$ cat src/hdl/iis_queue.sv
// iis_queue: short first-in first-out buffer between front and back
// no dependencies
module iis_queue #(
    parameter int WIDTH = 8,
    parameter int DEPTH = 4,
    localparam int PW = (DEPTH > 1) ? $clog2(DEPTH) : 1,
    localparam int NW = $clog2(DEPTH + 1)
) (
    input  logic             clk,
    input  logic             rst_n,
    input  logic             push_valid,
    output logic             push_ready,
    input  logic [WIDTH-1:0] push_data,
    output logic             pop_valid,
    input  logic             pop_ready,
    output logic [WIDTH-1:0] pop_data
);

    logic [WIDTH-1:0] slot_reg [DEPTH];
    logic [PW-1:0]    wr_ptr_reg;
    logic [PW-1:0]    wr_ptr_next;
    logic [PW-1:0]    rd_ptr_reg;
    logic [PW-1:0]    rd_ptr_next;
    logic [NW-1:0]    count_reg;
    logic [NW-1:0]    count_next;
    logic             push;
    logic             pop;

    assign push_ready = (count_reg != NW'(DEPTH));
    assign pop_valid  = (count_reg != '0);
    assign pop_data   = slot_reg[rd_ptr_reg];
    assign push       = push_valid && push_ready;
    assign pop        = pop_valid && pop_ready;

    always_comb
    begin
        wr_ptr_next = wr_ptr_reg;
        rd_ptr_next = rd_ptr_reg;
        count_next  = count_reg;
        if (push)
        begin
            wr_ptr_next = (wr_ptr_reg == PW'(DEPTH - 1)) ? '0 : wr_ptr_reg + 1'b1;
        end
        if (pop)
        begin
            rd_ptr_next = (rd_ptr_reg == PW'(DEPTH - 1)) ? '0 : rd_ptr_reg + 1'b1;
        end
        if (push && !pop)
        begin
            count_next = count_reg + 1'b1;
        end
        else if (pop && !push)
        begin
            count_next = count_reg - 1'b1;
        end
    end

    always_ff @(posedge clk or negedge rst_n)
    begin
        if (!rst_n)
        begin
            wr_ptr_reg <= '0;
            rd_ptr_reg <= '0;
            count_reg  <= '0;
        end
        else
        begin
            wr_ptr_reg <= wr_ptr_next;
            rd_ptr_reg <= rd_ptr_next;
            count_reg  <= count_next;
        end
    end

    always_ff @(posedge clk)
    begin
        if (push)
        begin
            slot_reg[wr_ptr_reg] <= push_data;
        end
    end

endmodule

$ cat config.mk
export PLATFORM = sky130hd
export DESIGN_NAME = iis_queue
export DESIGN_NICKNAME = d
export VERILOG_FILES = /design/src/hdl/iis_queue.sv
export SDC_FILE = /design/constraint.sdc
export NUM_CORES = 1
export LEC_CHECK = 0
export BUFFER_PORTS_ARGS = -buffer_cell sky130_fd_sc_hd__buf_4
export CAP_MARGIN = 15
export CORE_ASPECT_RATIO = 1.2
export CORE_UTILIZATION = 29
export DETAILED_ROUTE_END_ITERATION = 16
export PLACE_DENSITY = 0.53
export SLEW_MARGIN = 10
export SYNTH_ARGS = -nofsm -noshare
export SYNTH_HDL_FRONTEND = slang
export SYNTH_SLANG_ARGS = --single-unit
$ cat constraint.sdc
create_clock -name clk -period 3.6 [get_ports clk]
set_input_delay 0.36 -clock clk [delete_from_list [all_inputs] [get_ports clk]]
set_output_delay 0.36 -clock clk [all_outputs]
set_load 0.01 [all_outputs]
==> results.md <==
- Avg Cell Area, Syn: 20.44 um^2
- Max Cap Viol: 0
- Initial antenna violation count: 0
- Final antenna-violating net count: 0
- Register share of total power: between 40% and 50%
- R2r setup slk: around 1.4 ns
- Psw: between 0.4 and 0.5 mW
- Startpoint Class: register
- Final instance area: about 1900 um^2
- Logic gate share of total power: 34.1%
- RSZ-0062 raised after global routing: no
- CTS Hold Buffers Added: 1
- Final Slew Violations: 0
- Req. time, crit path: ~3.8 ns
- IO Pins: 22
- Hold depth: 1
- # diodes: 0
- Final HPWL DP: 1.747 mm
- Initial DRC count: 40
- CTS tree: yes
- Core Area: 5298 um^2
- Sequential fraction of the synthesis area: 71.27%
- Post-DR vias/cell: ~4.5
- Tcrit/Tclk final: 61.01%
- Largest net degree at the start of global routing: 12
- Die height: 83.22 um
- CP peak stage delay: 0.49 ns
- Largest register FFs: 32
- Post-synth cell types: 18
- Post-CTS Setup Bufs: 0
- Clock slew at reported path FFs: approximately 0.07 ns
- DP Area: 1821 um^2
- Via Count: 761
- Final critical path time including I/O delays and setup: ~2.2 ns
- Register Area: between 1000 and 1500 um^2
- Switching Share: between 30% and 40%
- Worst-Skew Late Latency: roughly 0.28 ns
- Die area: between 5000 and 6000 um^2
- Ys Warns: 0
- Leakage: between 0.7 and 0.8 nW
- Top delay family on crit path: simple AND/OR/NAND/NOR gates
- Fin. Hold Viols: 0
- Clk pwr share: between 10% and 20%
- Gr usage total: about 10%
- Slew @ Worst Pin: 0.6155 ns
- Post_cts resized: 0
- Clock tree buffer depth: 2
- Area Growth Syn to Fin: 19.86%
- Slowest cell on crit path: or3_2
- GP Congestion: ~0.75
- Internal power: 1.045 mW
- Crit path capture type: register
- H-Tree Depth: 2
- Post-Route WL: 2.606 mm
- Worst rel slew slack: between 50% and 60%
- Critical-path maximum fanout: 4
- PwrDens: slightly below 800 nW/um^2
- Clock root buffer: clkbuf_8
- DP Worst Slack: about 1.4 ns
- Total Power: 1.498 mW
- CP Buf/Inv Count: 1
- Num CTS Buffers: 5
- Setup ws final: 1.404 ns
- Cell count after synthesis: 78
- Final net count: 124
- VDD IR max: 0.0003305 V
- Status: finished clean
- Post-Syn Area: around 1600 um^2
- Clock Skew: 0.002256 ns
- Setup violators final: 0
- Clk sinks: 39
- Vias in the first global route: 856
- Class of the worst hold path: in -> reg
- IO buf count: 21
- TNS Setup: 0 ns
- First-pass GRT wire length: between 4 and 5 mm
- Worst path cell trace: or3_2 > nand2_1 > ha_1 > inv_1 > fa_1 > xor2_1 > nor2_1 > xor2_1
- DIE WIDTH: ~70 um
- Multi-input gate area: 437.9 um^2
- CP dominant cell by count: xor2_1
- Kind of critical path: reg -> reg
- Grt ovf: 0
- Post-route DRC: 0
- Layout cells sized above 1: 43.40%
- Critical path arrival: 2.40 ns
- Syn nets: a little under 100
- FF-to-FF path depth: 8
- Fmax: 0.4553 GHz
- Synth Register Bits: 39
- Initial core utilization: 30.09%
- CP Depth: 8
- Fillers: 513
- Drt pass-1 iters: 3
- Row count: 29
- WL/cell: 15.51 um
[power by group through the flow]
stage	combinational, mW	clock [mW]	sequential [mW]
after floorplan	0.381	0	0.660
after global placement	0.505	0	0.721
after detailed placement	0.519	0	0.728
after CTS	0.520	0.282	0.719
after global routing	0.558	0.297	0.734
final	0.511	0.273	0.713
[metal layers]
layer	global-route usage [%]	share of wire, %	up-vias
met5	0	0	-
met4	3.273	0.42	0
met3	4.005	4.8	2
met2	15.36	49	22
met1	12.17	45	385
li1	-	-	352
[worst paths after layout]
check,start,to
hold / removal,push_data[3],slot_reg[0][3]$_DFFE_PP_
max in group asynchronous,rst_n,count_reg[1]$_DFFE_PN0P_
setup / recovery,count_reg[0]$_DFFE_PN0P_,count_reg[2]$_DFFE_PN0P_
hold reg to reg,count_reg[2]$_DFFE_PN0P_,count_reg[2]$_DFFE_PN0P_
min in group asynchronous,rst_n,wr_ptr_reg[1]$_DFFE_PN0P_
setup reg to reg,count_reg[0]$_DFFE_PN0P_,count_reg[2]$_DFFE_PN0P_
[Yosys cell counts]
cell,count,area [um^2]
buf_1,1,3.750
xnor2_1,1,8.760
edfxtp_1,32,960.9
buf_2,1,5.000
ha_1,6,75.07
or3_2,1,7.510
dfrtp_1,7,175.2
mux2_2,3,33.78
xor2_1,2,17.52
nand2_1,1,3.750
mux2_4,2,30.03
inv_1,3,11.26
fa_1,1,20.02
and2_4,1,8.760
and3_2,4,30.03
nor2_1,3,11.26
or3b_4,1,11.26
mux4_2,8,180.2
[metrics by stage]
step | std cells | utilization [%] | hold slack [ns]
6_report | 168 | 36.07 | 0.2757
4_1_cts | 168 | 36.07 | 0.2678
3_3_place_gp | 159 | 34.36 | 0.1796
2_1_floorplan | 78 | - | 0.06441
3_5_place_dp | 159 | 34.36 | 0.1794
5_1_grt | 168 | 36.07 | 0.2707
[placed cells by master, fill, tap and decap left out, drive strengths merged]
master	instances
dlygate4sd3	1
edfxtp	32
xnor2	1
inv	3
mux4	8
fa	1
or3b	1
or3	1
xor2	2
buf	21
clkbuf	6
nor2	3
mux2	5
clkinv	2
and2	1
ha	6
dfrtp	7
nand2	1
and3	4
[kinds of logic (layout without fill, tap and decap cells)]
family        count (synthesis)  in the layout  share of synthesized area (%)
mux                          13             13                          15.31
buf+inv                       5             33                          1.255
fa+ha+maj                     7              7                          5.965
simple gates                 11             11                          4.553
xor+xnor                      3              3                          1.649
flops                        39             39                          71.27
[layout make-up]
cell class | instances | share of cell area [%]
clock inverter | 2 | 0.3929
timing repair buffer | 22 | 8.775
tap | 62 | 4.060
clock buffer | 6 | 3.798
inverter | 3 | 0.5894
sequential | 39 | 59.46
multi-input combinational | 34 | 22.92
Note: power is estimated with default switching activity, not from simulation.
