### src/hdl/iis_pkg.sv
// iis_pkg: shared types and fixed constants for the integral image stream
// no dependencies; used by scoped names in the top level, front, back, checker and testbench
package iis_pkg;

    // payload widths fixed by the interface
    localparam int PIXEL_W   = 32;
    localparam int ROW_SUM_W = 44;
    localparam int SUM_W     = 56;
    localparam int DIM_W     = 13;

    // configuration port
    localparam int CFG_INDEX_W = 1;
    localparam logic [CFG_INDEX_W-1:0] REG_IMAGE_WIDTH  = 1'b0;
    localparam logic [CFG_INDEX_W-1:0] REG_IMAGE_HEIGHT = 1'b1;

    // register value after reset, before clamping to the build maximum
    localparam int DIM_RESET = 4096;

    // entries of the queue between front and back (power of two)
    localparam int QUEUE_DEPTH = 4;

    // classification of one word by the front
    typedef struct packed {
        logic first_col;
        logic first_row;
        logic last_col;
        logic last_row;
    } ctrl_t;

endpackage

### src/hdl/iis_front.sv
// iis_front: size registers, raster position counters and word classification
// depends on iis_pkg
module iis_front #(
    parameter int MAX_WIDTH  = 4096,
    parameter int MAX_HEIGHT = 4096,
    localparam int CW = (MAX_WIDTH > 1) ? $clog2(MAX_WIDTH) : 1,
    localparam int RW = (MAX_HEIGHT > 1) ? $clog2(MAX_HEIGHT) : 1
) (
    input  logic                             clk,
    input  logic                             rst_n,
    input  logic                             cfg_valid,
    output logic                             cfg_ready,
    input  logic [iis_pkg::CFG_INDEX_W-1:0]  cfg_index,
    input  logic [iis_pkg::DIM_W-1:0]        cfg_data,
    input  logic                             in_valid,
    input  logic                             push_ready,
    output logic                             push_valid,
    output logic [CW-1:0]                    push_col,
    output iis_pkg::ctrl_t                   push_ctrl
);

    localparam int W_RESET = (iis_pkg::DIM_RESET > MAX_WIDTH) ? MAX_WIDTH
                                                              : iis_pkg::DIM_RESET;
    localparam int H_RESET = (iis_pkg::DIM_RESET > MAX_HEIGHT) ? MAX_HEIGHT
                                                               : iis_pkg::DIM_RESET;

    // sizes are held as last index, already clamped
    logic [CW-1:0] col_last_reg;
    logic [CW-1:0] col_last_next;
    logic [RW-1:0] row_last_reg;
    logic [RW-1:0] row_last_next;
    logic [CW-1:0] col_reg;
    logic [CW-1:0] col_next;
    logic [RW-1:0] row_reg;
    logic [RW-1:0] row_next;
    logic [31:0]   cfg_wide;
    logic [CW-1:0] cfg_col_last;
    logic [RW-1:0] cfg_row_last;
    logic          cfg_write;
    logic          accept;
    logic          last_col;
    logic          last_row;

    assign cfg_ready = 1'b1;
    assign cfg_write = cfg_valid && cfg_ready;
    assign accept    = in_valid && push_ready;
    assign cfg_wide  = 32'(cfg_data);

    // zero acts as one, oversize acts as the maximum
    always_comb
    begin
        if (cfg_data == '0)
        begin
            cfg_col_last = '0;
            cfg_row_last = '0;
        end
        else
        begin
            cfg_col_last = (cfg_wide > 32'(MAX_WIDTH)) ? CW'(MAX_WIDTH - 1)
                                                       : CW'(cfg_wide - 32'd1);
            cfg_row_last = (cfg_wide > 32'(MAX_HEIGHT)) ? RW'(MAX_HEIGHT - 1)
                                                        : RW'(cfg_wide - 32'd1);
        end
    end

    assign last_col = (col_reg == col_last_reg);
    assign last_row = (row_reg == row_last_reg);

    always_comb
    begin
        col_last_next = col_last_reg;
        row_last_next = row_last_reg;
        col_next      = col_reg;
        row_next      = row_reg;
        if (cfg_write)
        begin
            unique case (cfg_index)
                iis_pkg::REG_IMAGE_WIDTH:  col_last_next = cfg_col_last;
                iis_pkg::REG_IMAGE_HEIGHT: row_last_next = cfg_row_last;
                default:                   col_last_next = col_last_reg;
            endcase
            // any register write restarts the frame
            col_next = '0;
            row_next = '0;
        end
        else if (accept)
        begin
            if (last_col)
            begin
                col_next = '0;
                row_next = last_row ? '0 : row_reg + 1'b1;
            end
            else
            begin
                col_next = col_reg + 1'b1;
            end
        end
    end

    always_ff @(posedge clk or negedge rst_n)
    begin
        if (!rst_n)
        begin
            col_last_reg <= CW'(W_RESET - 1);
            row_last_reg <= RW'(H_RESET - 1);
            col_reg      <= '0;
            row_reg      <= '0;
        end
        else
        begin
            col_last_reg <= col_last_next;
            row_last_reg <= row_last_next;
            col_reg      <= col_next;
            row_reg      <= row_next;
        end
    end

    assign push_valid          = in_valid;
    assign push_col            = col_reg;
    assign push_ctrl.first_col = (col_reg == '0);
    assign push_ctrl.first_row = (row_reg == '0);
    assign push_ctrl.last_col  = last_col;
    assign push_ctrl.last_row  = last_row;

endmodule

### config.mk
export PLATFORM = sky130hd
export DESIGN_NAME = iis_front
export DESIGN_NICKNAME = d
export VERILOG_FILES = /design/src/hdl/iis_pkg.sv /design/src/hdl/iis_front.sv
export SDC_FILE = /design/constraint.sdc
export NUM_CORES = 1
export LEC_CHECK = 0
export BUFFER_PORTS_ARGS = -buffer_cell sky130_fd_sc_hd__buf_4
export CAP_MARGIN = 20
export CORE_MARGIN = 2
export CORE_UTILIZATION = 45
export CTS_CLUSTER_SIZE = 30
export DETAILED_ROUTE_END_ITERATION = 8
export SLEW_MARGIN = 0
export SYNTH_ARGS = -nofsm -noshare
export SYNTH_HDL_FRONTEND = slang
export SYNTH_SLANG_ARGS = --single-unit
### constraint.sdc
create_clock -name clk -period 2.5 [get_ports clk]
set_input_delay 0.375 -clock clk [delete_from_list [all_inputs] [get_ports clk]]
set_output_delay 0.375 -clock clk [all_outputs]
set_load 0.05 [all_outputs]
==> metrics <==
DRC 0; RSZ-0062 raised after global routing false; die area 7200 sq um; CTS resizes 0; per-cell routed wire length 16.3 microns; initial antenna violation count 0; IO Count 37; n_diodes 0; drt first pass iters 4; Worst Hold Class input port to async pin; clock skew 8.24 ps; Root Buffer clkbuf_8; drt total wl 6840 microns; clk slew on worst S/H paths 90 ps; slowest cell on the critical path dfrtp_1; sum of negative setup slack 0 ps; Max transition margin 59.9%; Vias 2344; core box area 6350 sq um; R2R Setup Slk 300 ps; worst-skew pair later-pin latency 300 ps; Max Cap Viol 0; Yosys top cell by area dfstp_2; DR WL met3 273 microns; Yosys top cell area share 21.4%; vias in the first global route 2206; clock sink count 48; Register-to-Register Path Depth 5; post-synthesis sequential area ratio 41.8%; post-DR vias/cell 5.57; met2 wire len 3190 microns; Slew Viols, Final 0; GRT Overall Usage 20.2%; CTS H-Tree Depth 2; kind of critical path register to primary output; Synth Area per Inst 9.31 sq um; final hold vios 0; first-pass GRT wire length 11500 microns; Multi-input gate area 1540 sq um; worst path required time 2120 ps; Cell Chain, Critical Path xnor2_1, nand4_1, nor3_1, buf_4; CTS tree yes; CP Capture Type primary output; Yosys cell types 44; Max Fclk 0.453 GHz; Leak Pwr 1.42 nW; startpoint types register; Syn Std Cell Area 2940 sq um; worst slew pin tran 601 ps; critical path peak fanout 8; Die Height 84.9 microns; P&R area growth vs syn 14.8%; crit-path max cell delay 490 ps; synth warn 0; reg2reg start push_col[2]$_DFFE_PN0P_; Gate Count Post-Synth 316; Net Count, Synth 341; Final setup viols 0; grt ovf 0; ANT nets after route 0; Reg area 1230 sq um; Die X 84.9 microns; HPWL Detailed 5210 microns; main area contributors after synthesis dfstp_2 21%, dfrtp_1 20%, xor2_1 7.1%, xnor2_1 5.4%, nand2_1 5.1%; pwr/cell area 600 nW/um^2; #FFs+latches synth 48; share of layout cells above drive strength 1 24.1%; Post-CTS Hold Buffers 0; VDD IR-drop max 263 uV; fill count 586; uppermost routed layer met4; Post-CTS Setup Bufs 0; Port Buffer Count 35; cts bufs inserted 5; Initial Util 46.3%; Layout Utilization 53.2%; post-route clock period utilization 88.3%; Final Critical Period 2210 ps; WP data arrival 1830 ps; DRT met1 WL 3310 microns; largest net degree at the start of global routing 49; Crit Reg-Reg Endpoint row_reg[5]$_DFFE_PN0P_; clock buffer depth 2; status finished, final reports clean; Placer Congestion 0.855; FP Rows 29; Iter 0 DRT Violations 145; Final #Nets 368
-- area by class of cell --
class | instances | share of cell area [%]
Multi-Input combinational cell | 232 | 45.6
Timing Repair Buffer | 40 | 8.89
Sequential cell | 48 | 36.4
Clock buffer | 7 | 3.52
Inverter | 16 | 1.78
Clock inverter | 1 | 0.889
Tap cell | 77 | 2.85
-- cell usage in the layout (no fill, tap or decap), drive strengths merged, types with 6 or more instances in the layout --
master / instances
ha: 6
nor3: 9
xnor2: 18
nor4: 10
nor2: 23
clkbuf: 7
buf: 40
o21ai: 17
xor2: 24
dfstp: 24
dfrtp: 24
nand3: 12
a22o: 11
nand4: 16
inv: 16
nand2: 40
-- synth_stat cells (all sizes together) --
library cell / n
a21o: 1
a21oi: 1
a22o: 11
a22oi: 5
a32oi: 3
and2: 2
and3: 2
buf: 10
clkbuf: 10
conb: 1
dfrtp: 24
dfstp: 24
ha: 6
inv: 16
mux2i: 1
nand2: 40
nand2b: 2
nand3: 12
nand3b: 1
nand4: 16
nand4b: 2
nor2: 23
nor2b: 3
nor3: 9
nor3b: 1
nor4: 10
nor4b: 3
o21a: 2
o21ai: 17
o21bai: 1
o221ai: 1
o22ai: 5
o311ai: 1
o31a: 2
o31ai: 3
or2: 2
or4: 1
xnor2: 18
xor2: 24
-- where the power goes --
group | internal, W | switching (W)
clock network | 0.000420 | 0.000278
logic | 0.000156 | 0.000211
registers | 0.000883 | 0.0000786
total | 0.00146 | 0.000568
-- cell families (layout without fill, tap and decap cells) --
group	Yosys count	count (layout)	synth area share (%)
AO/OA/AOI/OAI	53	53	12.9
XOR/XNOR	42	42	12.5
adder cells (fa/ha/maj)	6	6	2.55
buffers and inverters	36	64	6.21
flip-flops	48	48	41.8
multiplexers	1	1	0.340
other	1	1	0.127
AND/OR/NAND/NOR	129	129	23.6
-- routing by layer --
layer,global-route usage (%),up-vias
met3,3.21,6
met1,29.5,1121
met4,5.19,0
li1,-,1162
met5,0,-
met2,31.5,55
-- per-stage QoR --
step                instances  power [W]  hold WS (ps)  instance area (sq um)  setup slack [ps]
floorplan                 316    0.00122          79.4                   2960              18.9
detailed placement        413    0.00135           429                   3230               285
global placement          413    0.00134           430                   3230               383
CTS                       421    0.00205          92.9                   3380               289
finish                    421    0.00203          66.7                   3380               292
global route              421    0.00212           118                   3380               102
-- critical path, delay by kind of cell, from the launching register on --
family                    cells  cell delay [ps]
xor gates and xnor gates      1              200
and+or+nand+nor               2              540
DFF                           1              490
buffers and inverters         1              280
-- how the worst max path moves through the flow --
stage	startpoint	to	slack, ps	cells past startpoint
CTS	row_reg[8]$_DFFE_PN0P_	push_ctrl[0]	290	4
global route	push_col[1]$_DFFE_PN0P_	push_ctrl[3]	100	6
floorplan	push_col[0]$_DFFE_PN0P_	push_ctrl[3]	20	6
detailed placement	push_col[7]$_DFFE_PN0P_	row_reg[5]$_DFFE_PN0P_	290	5
finish	row_reg[8]$_DFFE_PN0P_	push_ctrl[0]	290	4
global placement	push_col[2]$_DFFE_PN0P_	row_reg[5]$_DFFE_PN0P_	380	5
Power figures use the tool's default switching activity.
